==> src/rtl/tilt_pkg.sv <==
// shared constants and tables for the tilt block
// no dependencies
package tilt_pkg;
    localparam int SampleBitsDef  = 16;
    localparam int CordicStepsDef = 16;
    localparam int CalibW         = 10;
    localparam int CalibReset     = 200;
    localparam int PreShift       = 14;
    localparam int AngW           = 30;   // angle accumulator, 2^-16 degree
    localparam int SumW           = 27;
    localparam int PitchW         = 16;
    localparam int RollW          = 17;
    localparam int PoffW          = 15;
    localparam int RoffW          = 16;
    localparam int QuotW          = 27;

    function automatic logic signed [AngW-1:0] atan_entry(input logic [4:0] i);
        logic signed [AngW-1:0] v;
        unique case (i)
            5'd0:  v = 30'sd2949120;
            5'd1:  v = 30'sd1740967;
            5'd2:  v = 30'sd919879;
            5'd3:  v = 30'sd466945;
            5'd4:  v = 30'sd234379;
            5'd5:  v = 30'sd117304;
            5'd6:  v = 30'sd58666;
            5'd7:  v = 30'sd29335;
            5'd8:  v = 30'sd14668;
            5'd9:  v = 30'sd7334;
            5'd10: v = 30'sd3667;
            5'd11: v = 30'sd1833;
            5'd12: v = 30'sd917;
            5'd13: v = 30'sd458;
            5'd14: v = 30'sd229;
            5'd15: v = 30'sd115;
            5'd16: v = 30'sd57;
            5'd17: v = 30'sd29;
            5'd18: v = 30'sd14;
            5'd19: v = 30'sd7;
            5'd20: v = 30'sd4;
            5'd21: v = 30'sd2;
            5'd22: v = 30'sd1;
            default: v = '0;
        endcase
        return v;
    endfunction
endpackage

==> src/rtl/tilt_if.sv <==
// valid/ready channel interfaces for the tilt block
// no dependencies
interface tilt_in_if #(parameter int SAMPLE_BITS = 16);
    logic                           valid;
    logic                           ready;
    logic signed [SAMPLE_BITS-1:0]  accel_x;
    logic signed [SAMPLE_BITS-1:0]  accel_y;
    logic signed [SAMPLE_BITS-1:0]  accel_z;
    modport source (output valid, accel_x, accel_y, accel_z, input ready);
    modport sink   (input valid, accel_x, accel_y, accel_z, output ready);
endinterface

interface tilt_out_if;
    logic               valid;
    logic               ready;
    logic signed [15:0] pitch_angle;
    logic signed [16:0] roll_angle;
    modport source (output valid, pitch_angle, roll_angle, input ready);
    modport sink   (input valid, pitch_angle, roll_angle, output ready);
endinterface

==> src/rtl/tilt_cordic.sv <==
// shared vectoring cordic, one micro-rotation per cycle, atan2 in 1/128 degree
// depends on tilt_pkg
module tilt_cordic import tilt_pkg::*; #(
    parameter int OPW   = 18,
    parameter int STEPS = CordicStepsDef
) (
    input  logic                  i_clk,
    input  logic                  i_rst_n,
    input  logic                  i_start,
    input  logic signed [OPW-1:0] i_y,
    input  logic signed [OPW-1:0] i_x,
    output logic                  o_done,
    output logic signed [RollW-1:0] o_angle
);
    localparam int W  = OPW + PreShift + 3;
    localparam int NS = (STEPS > 24) ? 24 : STEPS;

    logic signed [W-1:0]    r_x, r_y, n_x, n_y;
    logic signed [AngW-1:0] r_z, n_z;
    logic [4:0]             r_i;
    logic                   r_busy, r_zero, r_done;
    logic signed [W-1:0]    xs, ys, x0, y0;
    logic signed [AngW-1:0] zr;

    always_comb begin
        x0 = W'(i_x) <<< PreShift;
        y0 = W'(i_y) <<< PreShift;
        xs = r_x >>> r_i;
        ys = r_y >>> r_i;
        if (!r_y[W-1]) begin
            n_x = r_x + ys; n_y = r_y - xs; n_z = r_z + atan_entry(r_i);
        end else begin
            n_x = r_x - ys; n_y = r_y + xs; n_z = r_z - atan_entry(r_i);
        end
        zr = (r_z + AngW'(256)) >>> 9;
    end

    always_ff @(posedge i_clk) begin
        if (!i_rst_n) begin
            r_busy <= 1'b0;
            r_done <= 1'b0;
        end else begin
            r_done <= !i_start && r_busy && (r_i == 5'(NS-1));
            if (i_start) begin
                r_busy <= 1'b1;
                r_i    <= '0;
                r_zero <= (i_x == '0) && (i_y == '0);
                if (i_x[OPW-1]) begin
                    r_x <= -x0; r_y <= -y0;
                    r_z <= i_y[OPW-1] ? -AngW'(180*65536) : AngW'(180*65536);
                end else begin
                    r_x <= x0; r_y <= y0; r_z <= '0;
                end
            end else if (r_busy) begin
                r_x <= n_x; r_y <= n_y; r_z <= n_z;
                r_i <= r_i + 5'd1;
                if (r_i == 5'(NS-1)) begin
                    r_busy <= 1'b0;
                end
            end
        end
    end

    assign o_done  = r_done;
    assign o_angle = r_zero ? '0 : RollW'(zr);
endmodule

==> src/rtl/accel_tilt_angle_with_calibration.sv <==
// tilt block top level: bit-serial magnitude, shared cordic, calibration
// depends on tilt_pkg, tilt_if, tilt_cordic
//
// One sample beat in, at most one result beat out. Each sample runs the
// bit-serial squares, the digit-serial square root, two passes of the shared
// vectoring cordic (pitch, then roll) and a post step, and its result then
// moves into the output register. The first calib_count samples (0 acts as
// 1) are summed with saturation and give no result; the sample that
// finishes calibration then runs a restoring divider and a step to form both
// offsets. Later samples give pitch and roll minus the offsets. A finished
// result sits in the output register, and one new sample may be taken while
// it waits.
module accel_tilt_angle_with_calibration import tilt_pkg::*; #(
    parameter int SAMPLE_BITS  = SampleBitsDef,
    parameter int CORDIC_STEPS = CordicStepsDef
) (
    input  logic              i_clk,
    input  logic              i_rst_n,
    input  logic              i_cfg_we,
    input  logic [CalibW-1:0] i_cfg_wdata,
    tilt_in_if.sink           i_in,
    tilt_out_if.source        o_out
);
    localparam int SB  = SAMPLE_BITS;
    localparam int SQW = 2*SB + 1;          // ax^2 + az^2
    localparam int MGW = SB + 1;            // magnitude
    localparam int OPW = SB + 2;            // cordic operand
    localparam int SCW = $clog2(SQW + 1) + 1;

    typedef enum logic [7:0] {
        S_IDLE = 8'b00000001, S_MUL = 8'b00000010, S_SQRT = 8'b00000100,
        S_PIT  = 8'b00001000, S_ROL = 8'b00010000, S_POST = 8'b00100000,
        S_DIV  = 8'b01000000, S_OUT = 8'b10000000
    } t_state;

    t_state r_state;
    logic [CalibW-1:0] r_calib_count, r_calib_seen;
    logic r_calibrated;
    logic signed [SumW-1:0] r_psum, r_rsum;
    logic signed [PoffW-1:0] r_poff;
    logic signed [RoffW-1:0] r_roff;
    logic signed [SB-1:0] r_ax, r_ay, r_az;
    logic [SB-1:0] r_mx, r_mz;               // magnitudes, shifted out lsb first
    logic [SQW-1:0] r_acc_x, r_acc_z;        // shift-add products
    logic [SQW-1:0] r_rem, r_root;
    logic [SCW-1:0] r_cnt;
    logic signed [RollW-1:0] r_pitch, r_roll;
    logic r_start, r_dv;
    logic [QuotW-1:0] r_pq, r_rq, r_pr, r_rr;
    logic r_pneg, r_rneg;
    logic signed [PitchW-1:0] r_opitch;
    logic signed [RollW-1:0] r_oroll;
    logic r_ovalid;

    logic signed [OPW-1:0] c_y, c_x;
    logic c_done;
    logic signed [RollW-1:0] c_ang;

    tilt_cordic #(.OPW(OPW), .STEPS(CORDIC_STEPS)) u_cordic (
        .i_clk(i_clk), .i_rst_n(i_rst_n), .i_start(r_start),
        .i_y(c_y), .i_x(c_x), .o_done(c_done), .o_angle(c_ang)
    );

    // operand select: pitch uses (ay, mag), roll uses (-ax, az)
    always_comb begin
        if (r_state == S_PIT) begin
            c_y = OPW'(r_ay);
            c_x = OPW'($signed({1'b0, r_root[MGW-1:0]}));
        end else begin
            c_y = -OPW'(r_ax);
            c_x = OPW'(r_az);
        end
    end

    // one sample in flight; take a new one only when idle, even if output waits
    assign i_in.ready        = (r_state == S_IDLE) && !r_dv;
    assign o_out.valid       = r_ovalid;
    assign o_out.pitch_angle = r_opitch;
    assign o_out.roll_angle  = r_oroll;

    // finished result moves into the output register when it is free
    logic out_load;
    assign out_load = (r_state == S_IDLE) && r_dv && !(r_ovalid && !o_out.ready);

    // sqrt digit trial
    logic [SQW+1:0] trial;
    logic [SQW+1:0] rem2;
    logic [SQW-1:0] sq_sum;
    assign sq_sum = r_acc_x + r_acc_z;
    assign rem2   = {r_rem, r_acc_x[SQW-1 -: 2]};
    assign trial  = {r_root, 2'b01};

    // saturating sums
    logic signed [SumW:0] ps_n, rs_n;
    logic signed [SumW-1:0] ps_sat, rs_sat;
    localparam logic signed [SumW:0] SMAX = (SumW+1)'((1 <<< (SumW-1)) - 1);
    localparam logic signed [SumW:0] SMIN = -(SumW+1)'(1 <<< (SumW-1));
    always_comb begin
        ps_n = (SumW+1)'(r_psum) + (SumW+1)'(r_pitch);
        rs_n = (SumW+1)'(r_rsum) + (SumW+1)'(c_ang);
        ps_sat = (ps_n > SMAX) ? SumW'(SMAX) : (ps_n < SMIN) ? SumW'(SMIN) : SumW'(ps_n);
        rs_sat = (rs_n > SMAX) ? SumW'(SMAX) : (rs_n < SMIN) ? SumW'(SMIN) : SumW'(rs_n);
    end

    logic [CalibW-1:0] seen_n, need;
    assign seen_n = (r_calib_seen == '1) ? r_calib_seen : r_calib_seen + 1'b1;
    assign need   = (r_calib_count == '0) ? CalibW'(1) : r_calib_count;

    // restoring divide step for both sums
    logic [QuotW:0] rdiff;
    logic [QuotW-1:0] pr_sh, rr_sh;
    assign pr_sh = {r_pr[QuotW-2:0], r_pq[QuotW-1]};
    assign rr_sh = {r_rr[QuotW-2:0], r_rq[QuotW-1]};
    assign rdiff = {1'b0, rr_sh} - {{(QuotW+1-CalibW){1'b0}}, r_calib_seen};
    logic [QuotW:0] pd;
    assign pd = {1'b0, pr_sh} - {{(QuotW+1-CalibW){1'b0}}, r_calib_seen};

    logic signed [QuotW-1:0] pq_s, rq_s;
    assign pq_s = r_pneg ? -$signed(r_pq) : $signed(r_pq);
    assign rq_s = r_rneg ? -$signed(r_rq) : $signed(r_rq);

    // cordic start pulse: after the last root digit, then after the pitch pass
    always_ff @(posedge i_clk) begin
        if (!i_rst_n) begin
            r_start <= 1'b0;
        end else begin
            r_start <= ((r_state == S_SQRT) && (r_cnt == SCW'(SB))) ||
                       ((r_state == S_PIT) && c_done);
        end
    end

    always_ff @(posedge i_clk) begin
        if (!i_rst_n) begin
            r_state       <= S_IDLE;
            r_calib_count <= CalibW'(CalibReset);
            r_calib_seen  <= '0;
            r_calibrated  <= 1'b0;
            r_psum        <= '0;
            r_rsum        <= '0;
            r_poff        <= '0;
            r_roff        <= '0;
            r_dv          <= 1'b0;
            r_ovalid      <= 1'b0;
        end else begin
            if (i_cfg_we) r_calib_count <= i_cfg_wdata;
            if (out_load) r_ovalid <= 1'b1;
            else if (o_out.valid && o_out.ready) r_ovalid <= 1'b0;
            unique case (r_state)
                S_IDLE: begin
                    if (out_load) begin
                        r_opitch <= PitchW'(r_pitch - RollW'(r_poff));
                        r_oroll  <= r_roll - RollW'(r_roff);
                        r_dv     <= 1'b0;
                    end else if (i_in.valid && i_in.ready) begin
                        r_ax <= i_in.accel_x; r_ay <= i_in.accel_y;
                        r_az <= i_in.accel_z;
                        r_mx <= i_in.accel_x[SB-1] ? SB'(-i_in.accel_x) : i_in.accel_x;
                        r_mz <= i_in.accel_z[SB-1] ? SB'(-i_in.accel_z) : i_in.accel_z;
                        r_acc_x <= '0; r_acc_z <= '0;
                        r_cnt   <= '0;
                        r_state <= S_MUL;
                    end
                end
                S_MUL: begin
                    // shift-add square, one multiplier bit per cycle
                    // multiplicand is the full-width magnitude formed from r_ax/r_az
                    if (r_mx[0]) r_acc_x <= r_acc_x + (SQW'(r_ax[SB-1] ? -SQW'(r_ax)
                                                        : SQW'(r_ax)) << r_cnt);
                    if (r_mz[0]) r_acc_z <= r_acc_z + (SQW'(r_az[SB-1] ? -SQW'(r_az)
                                                        : SQW'(r_az)) << r_cnt);
                    r_mx <= r_mx >> 1; r_mz <= r_mz >> 1;
                    if (r_cnt == SCW'(SB-1)) begin
                        r_cnt   <= '0;
                        r_state <= S_SQRT;
                    end else begin
                        r_cnt <= r_cnt + 1'b1;
                    end
                end
                S_SQRT: begin
                    if (r_cnt == '0) begin
                        // fold the two squares into one radicand, top 2*SB bits
                        r_acc_x <= sq_sum << 1; r_acc_z <= '0;
                        r_rem <= '0; r_root <= '0;
                        r_cnt <= SCW'(1);
                    end else begin
                        // one result bit per cycle, radicand shifted two bits
                        r_acc_x <= r_acc_x << 2;
                        if (rem2 >= trial) begin
                            r_rem  <= SQW'(rem2 - trial);
                            r_root <= {r_root[SQW-2:0], 1'b1};
                        end else begin
                            r_rem  <= SQW'(rem2);
                            r_root <= {r_root[SQW-2:0], 1'b0};
                        end
                        r_cnt <= r_cnt + 1'b1;
                        if (r_cnt == SCW'(SB)) begin
                            r_state <= S_PIT;
                        end
                    end
                end
                S_PIT: begin
                    if (c_done) begin
                        r_pitch <= c_ang;
                        r_state <= S_ROL;
                    end
                end
                S_ROL: begin
                    if (c_done) begin
                        r_roll  <= c_ang;
                        r_state <= S_POST;
                        if (!r_calibrated) begin
                            r_psum <= ps_sat; r_rsum <= rs_sat;
                            r_calib_seen <= seen_n;
                        end
                    end
                end
                S_POST: begin
                    if (r_calibrated) begin
                        r_dv <= 1'b1;
                        r_state <= S_IDLE;
                    end else if (r_calib_seen >= need) begin
                        r_pneg <= r_psum[SumW-1]; r_rneg <= r_rsum[SumW-1];
                        r_pq <= r_psum[SumW-1] ? QuotW'(-r_psum) : QuotW'(r_psum);
                        r_rq <= r_rsum[SumW-1] ? QuotW'(-r_rsum) : QuotW'(r_rsum);
                        r_pr <= '0; r_rr <= '0; r_cnt <= '0;
                        r_state <= S_DIV;
                    end else begin
                        r_state <= S_IDLE;
                    end
                end
                S_DIV: begin
                    r_pq <= {r_pq[QuotW-2:0], !pd[QuotW]};
                    r_pr <= pd[QuotW] ? pr_sh : QuotW'(pd);
                    r_rq <= {r_rq[QuotW-2:0], !rdiff[QuotW]};
                    r_rr <= rdiff[QuotW] ? rr_sh : QuotW'(rdiff);
                    r_cnt <= r_cnt + 1'b1;
                    if (r_cnt == SCW'(QuotW-1)) r_state <= S_OUT;
                end
                S_OUT: begin
                    r_poff <= (pq_s > QuotW'(16383)) ? PoffW'(16383) :
                              (pq_s < -QuotW'(16384)) ? -PoffW'(16384) : PoffW'(pq_s);
                    r_roff <= (rq_s > QuotW'(32767)) ? RoffW'(32767) :
                              (rq_s < -QuotW'(32768)) ? -RoffW'(32768) : RoffW'(rq_s);
                    r_calibrated <= 1'b1;
                    r_state <= S_IDLE;
                end
                default: r_state <= S_IDLE;
            endcase
        end
    end
endmodule

==> src/flat_wrapper.sv <==
// flat-port wrapper written by rule: the top's interface ports become plain ports
module accel_tilt_angle_with_calibration_flat import tilt_pkg::*;
#(
    parameter int SAMPLE_BITS  = SampleBitsDef,
    parameter int CORDIC_STEPS = CordicStepsDef
)
  (i_clk, i_rst_n, i_cfg_we, i_cfg_wdata, i_in_valid, i_in_accel_x, i_in_accel_y, i_in_accel_z, i_in_ready, o_out_valid, o_out_pitch_angle, o_out_roll_angle, o_out_ready);
  tilt_in_if #(.SAMPLE_BITS(SAMPLE_BITS)) i_in_i ();
  tilt_out_if o_out_i ();
  input  logic i_clk;
  input  logic i_rst_n;
  input  logic i_cfg_we;
  input  logic [CalibW-1:0] i_cfg_wdata;
  input wire logic [$bits(i_in_i.valid)-1:0] i_in_valid;
  input wire logic [$bits(i_in_i.accel_x)-1:0] i_in_accel_x;
  input wire logic [$bits(i_in_i.accel_y)-1:0] i_in_accel_y;
  input wire logic [$bits(i_in_i.accel_z)-1:0] i_in_accel_z;
  output wire logic [$bits(i_in_i.ready)-1:0] i_in_ready;
  output wire logic [$bits(o_out_i.valid)-1:0] o_out_valid;
  output wire logic [$bits(o_out_i.pitch_angle)-1:0] o_out_pitch_angle;
  output wire logic [$bits(o_out_i.roll_angle)-1:0] o_out_roll_angle;
  input wire logic [$bits(o_out_i.ready)-1:0] o_out_ready;
  assign i_in_i.valid = i_in_valid;
  assign i_in_i.accel_x = i_in_accel_x;
  assign i_in_i.accel_y = i_in_accel_y;
  assign i_in_i.accel_z = i_in_accel_z;
  assign i_in_ready = i_in_i.ready;
  assign o_out_valid = o_out_i.valid;
  assign o_out_pitch_angle = o_out_i.pitch_angle;
  assign o_out_roll_angle = o_out_i.roll_angle;
  assign o_out_i.ready = o_out_ready;
  accel_tilt_angle_with_calibration #(.SAMPLE_BITS(SAMPLE_BITS), .CORDIC_STEPS(CORDIC_STEPS)) u_core (.i_clk(i_clk), .i_rst_n(i_rst_n), .i_cfg_we(i_cfg_we), .i_cfg_wdata(i_cfg_wdata), .i_in(i_in_i), .o_out(o_out_i));
endmodule
==> config.mk <==
export PLATFORM = sky130hd
export DESIGN_NAME = accel_tilt_angle_with_calibration_flat
export DESIGN_NICKNAME = d
export VERILOG_FILES = /design/src/rtl/tilt_pkg.sv /design/src/rtl/tilt_if.sv /design/src/rtl/tilt_cordic.sv /design/src/rtl/accel_tilt_angle_with_calibration.sv /design/src/flat_wrapper.sv
export SDC_FILE = /design/constraint.sdc
export NUM_CORES = 2
export LEC_CHECK = 0
export ABC_AREA = 1
export BUFFER_PORTS_ARGS = -buffer_cell sky130_fd_sc_hd__buf_2
export CORE_ASPECT_RATIO = 0.7
export CORE_MARGIN = 3
export CORE_UTILIZATION = 55
export CTS_CLUSTER_SIZE = 12
export DETAILED_ROUTE_END_ITERATION = 16
export GPL_TIMING_DRIVEN = 0
export PLACE_DENSITY = 0.82
export SLEW_MARGIN = 10
export SYNTH_ARGS = -nofsm -noshare
export SYNTH_HDL_FRONTEND = slang
export SYNTH_SLANG_ARGS = --single-unit
==> constraint.sdc <==
create_clock -name i_clk -period 13.2 [get_ports i_clk]
set_input_delay 3.96 -clock i_clk [delete_from_list [all_inputs] [get_ports i_clk]]
set_output_delay 3.96 -clock i_clk [all_outputs]
set_load 0.01 [all_outputs]
==> out/summary.txt <==
Gpl congestion -> 1.07
Port Buf Inserts -> 97
# nets final -> 8730
Core outline area -> 100000 µm²
Yosys warns -> 0
Initial Util -> 55.8%
Drt initial violations -> 8201
Arr. time, crit path -> 6.79 ns
Status -> completed
Net count after synthesis -> 8540
Pre-CTS setup slack -> 6.32 ns
Distinct cells, synth -> 68
Row cnt -> 97
Initial antenna violation count -> 5
Most frequent cells in the layout -> nand2_1 (1898), inv_1 (858), nor2_1 (821)
Clock latency on the worst-skew pair -> 0.68 ns
CTS Buf Count -> 71
IO Count -> 98
Total routed wirelength -> 203000 µm
Die H -> 273 µm
Worst-margin pin slew -> 1.33 ns
Async set-reset flop share out of synthesis -> 0%
Clock skew -> 0.0360 ns
Final worst setup slack -> 6.83 ns
Setup violators final -> 0
Largest net degree at the start of global routing -> 84
Routed Antenna Nets -> 0
Leak pwr -> 27.0 nW
Final Cycle Share -> 48.2%
Vias in the first global route -> 53200
Cells after Synth -> 8097
Clk sinks -> 636
Crit end category -> flop
CTS tree -> done
Syn avg cell area -> 6.92 µm²
Via-to-Cell Ratio -> 6.10
Resized cells post-CTS -> 0
Normalized max-slew margin -> 11.7%
Post-synth EDFFs -> 495
Post-synthesis sequential area ratio -> 31.6%
Hold slack -> 0.491 ns
Crit path time final -> 6.37 ns
Netlist Area Pre-Place -> 56000 µm²
Startpoint types -> flop
Final Hold Fails -> 0
FILL cells -> 9379
Layout Utilization -> 60.5%
Layout cells sized above 1 -> 5.46%
Final setup TNS -> 0 ns
Total track usage -> 36.8%
Most used DFF post-synth -> edfxtp_1
Grt ovf -> 0
Area grow syn2layout -> 8.49%
Design Power -> 7.13 mW
Die area -> 106000 µm²
Hpwl dp -> 162000 µm
Power Density -> 117 nW/µm²
Crit path max-delay family -> buffers and inverters
Worst vdd ir -> 110 µV
Drt first pass iters -> 6
Critical path type -> flop to flop
WL/cell -> 20.9 µm
F_max -> 0.157 GHz
WP buf/inv -> 5
Slew Limit Fails -> 0
Slowest CP cell -> clkbuf_1
Max-capacitance violation count -> 0
Postcts setup bufs -> 0
DRC viols -> 0
Worst hold path class -> flop to flop
Reg clk slew, reported paths -> 0.06 ns
First-pass GRT wire length -> 307000 µm
RSZ-0062 raised after global routing -> no
Max incr delay on CP -> 0.82 ns
Critical-path cell list -> clkbuf_1, inv_1, clkbuf_1, clkbuf_1, buf_1, o21ai_0, ha_1, nand3_1, nand2_1, a31oi_1, o21ai_0, a21oi_1, o21ai_0, nand3_1, nand2_1, xor2_1, nand2_1, nand2_1
H-tree depth -> 3
Worst EP required -> 13.62 ns
Root Buffer -> clkbuf_16
Number of register bits inferred by synthesis -> 636
Commonest non-fill, non-tap cell in the layout -> nand2_1
CP most frequent cell -> nand2_1
Max clock buf depth -> 3
Die X-Extent -> 387 µm
Total number of vias -> 59000
Crit Path Max Fanout -> 10
CTS Hold Bufs -> 0
## cells by family after synthesis
| group | synth area share [%] |
|---|---|
| AOI/OAI and AO/OA | 18.0 |
| xor gates and xnor gates | 5.38 |
| and+or+nand+nor | 28.3 |
| muxes | 0.143 |
| buffers and inverters | 7.95 |
| DFF | 31.6 |
| adders and majority gates | 8.65 |
## area by class of cell
| type | instances | area [µm²] | share of cell area, % |
|---|---|---|---|
| Timing Repair Buffer | 117 | 845 | 1.39 |
| Multi-Input combinational cell | 6323 | 34000 | 55.9 |
| Tap cell | 1336 | 1670 | 2.75 |
| Clock buffer | 95 | 1920 | 3.15 |
| Clock inverter | 26 | 246 | 0.405 |
| Antenna cell | 1 | 2.50 | 0.00412 |
| Inverter | 883 | 3320 | 5.46 |
| Sequential cell | 636 | 17700 | 29.1 |
| Buffer | 255 | 1140 | 1.88 |
## metal layers
layer	vias to the layer above	track usage (%)	routed length (µm)
met3	396	10.3	29100
met4	8	10.7	6150
met5	-	0.773	149
li1	27800	-	-
met2	3489	50.9	78300
met1	27300	55.2	88800
## power by group
part / internal, mW / leakage [nW] / switching, mW
Combinational: 0.782 / 20.3 / 1.83
Sequential: 2.37 / 5.68 / 0.172
Clock: 1.08 / 1.05 / 0.893
Total: 4.23 / 27.0 / 2.90
## stage by stage
stage	cells	area, µm²
6_report	9672	60800
5_1_grt	9671	60800
4_1_cts	9671	60800
3_5_place_dp	9550	58600
3_3_place_gp	9530	58200
2_1_floorplan	8097	56000
## final timing paths
path	depth (start not counted)	slack, ns	start	end
max	18	6.83	u_core.u_cordic.r_y[34]$_DFFE_PP_	u_core.u_cordic.r_y[33]$_DFFE_PP_
min	2	0.49	u_core.r_calib_count[6]$_SDFFE_PN1P_	u_core.r_calib_count[6]$_SDFFE_PN1P_
max reg2reg	18	6.83	u_core.u_cordic.r_y[34]$_DFFE_PP_	u_core.u_cordic.r_y[33]$_DFFE_PP_
min reg2reg	2	0.49	u_core.r_calib_count[6]$_SDFFE_PN1P_	u_core.r_calib_count[6]$_SDFFE_PN1P_
## synthesized netlist by cell type (14+ instances only)
cell	n	area share (%)
nand2_1	1898	13
inv_1	860	5.8
nor2_1	826	5.5
o21ai_0	723	6.5
a21oi_1	718	6.4
nand3_1	598	5.3
edfxtp_1	495	27
ha_1	368	8.2
xor2_1	227	3.5
nor3_1	147	1.3
clkbuf_1	146	0.98
dfxtp_1	141	5.0
xnor2_1	117	1.8
o21ai_1	62	0.55
a31oi_1	61	0.68
nand4_1	61	0.68
buf_2	49	0.44
or2_2	48	0.54
o21a_1	39	0.52
o211ai_1	38	0.51
buf_1	37	0.25
a21o_1	35	0.47
nor4_1	30	0.33
nand3b_1	27	0.36
a21boi_0	25	0.33
nand2_2	25	0.28
o21bai_1	25	0.33
o22ai_1	21	0.23
o31ai_1	18	0.24
o21ai_2	16	0.25
a211oi_1	15	0.20
inv_2	15	0.10
nor2_2	14	0.16
## state kept, by name, indices dropped and copies added, names as in the netlist, 26 cells and up, named ones only
name,flops
u_core.r_root,33
u_core.r_acc_z,32
u_core.r_rsum,27
u_core.u_cordic.r_y,35
u_core.u_cordic.r_z,26
u_core.r_acc_x,33
u_core.r_rr,26
u_core.r_rq,27
u_core.r_rem,33
u_core.r_pq,27
u_core.u_cordic.r_x,35
u_core.r_pr,26
u_core.r_psum,27
## tightest hold or removal path, cell delays in order (launching register included)
cell and delay, ns:
dfxtp_1 0.31, inv_1 0.06, o21ai_0 0.07
Power figures use the tool's default switching activity.
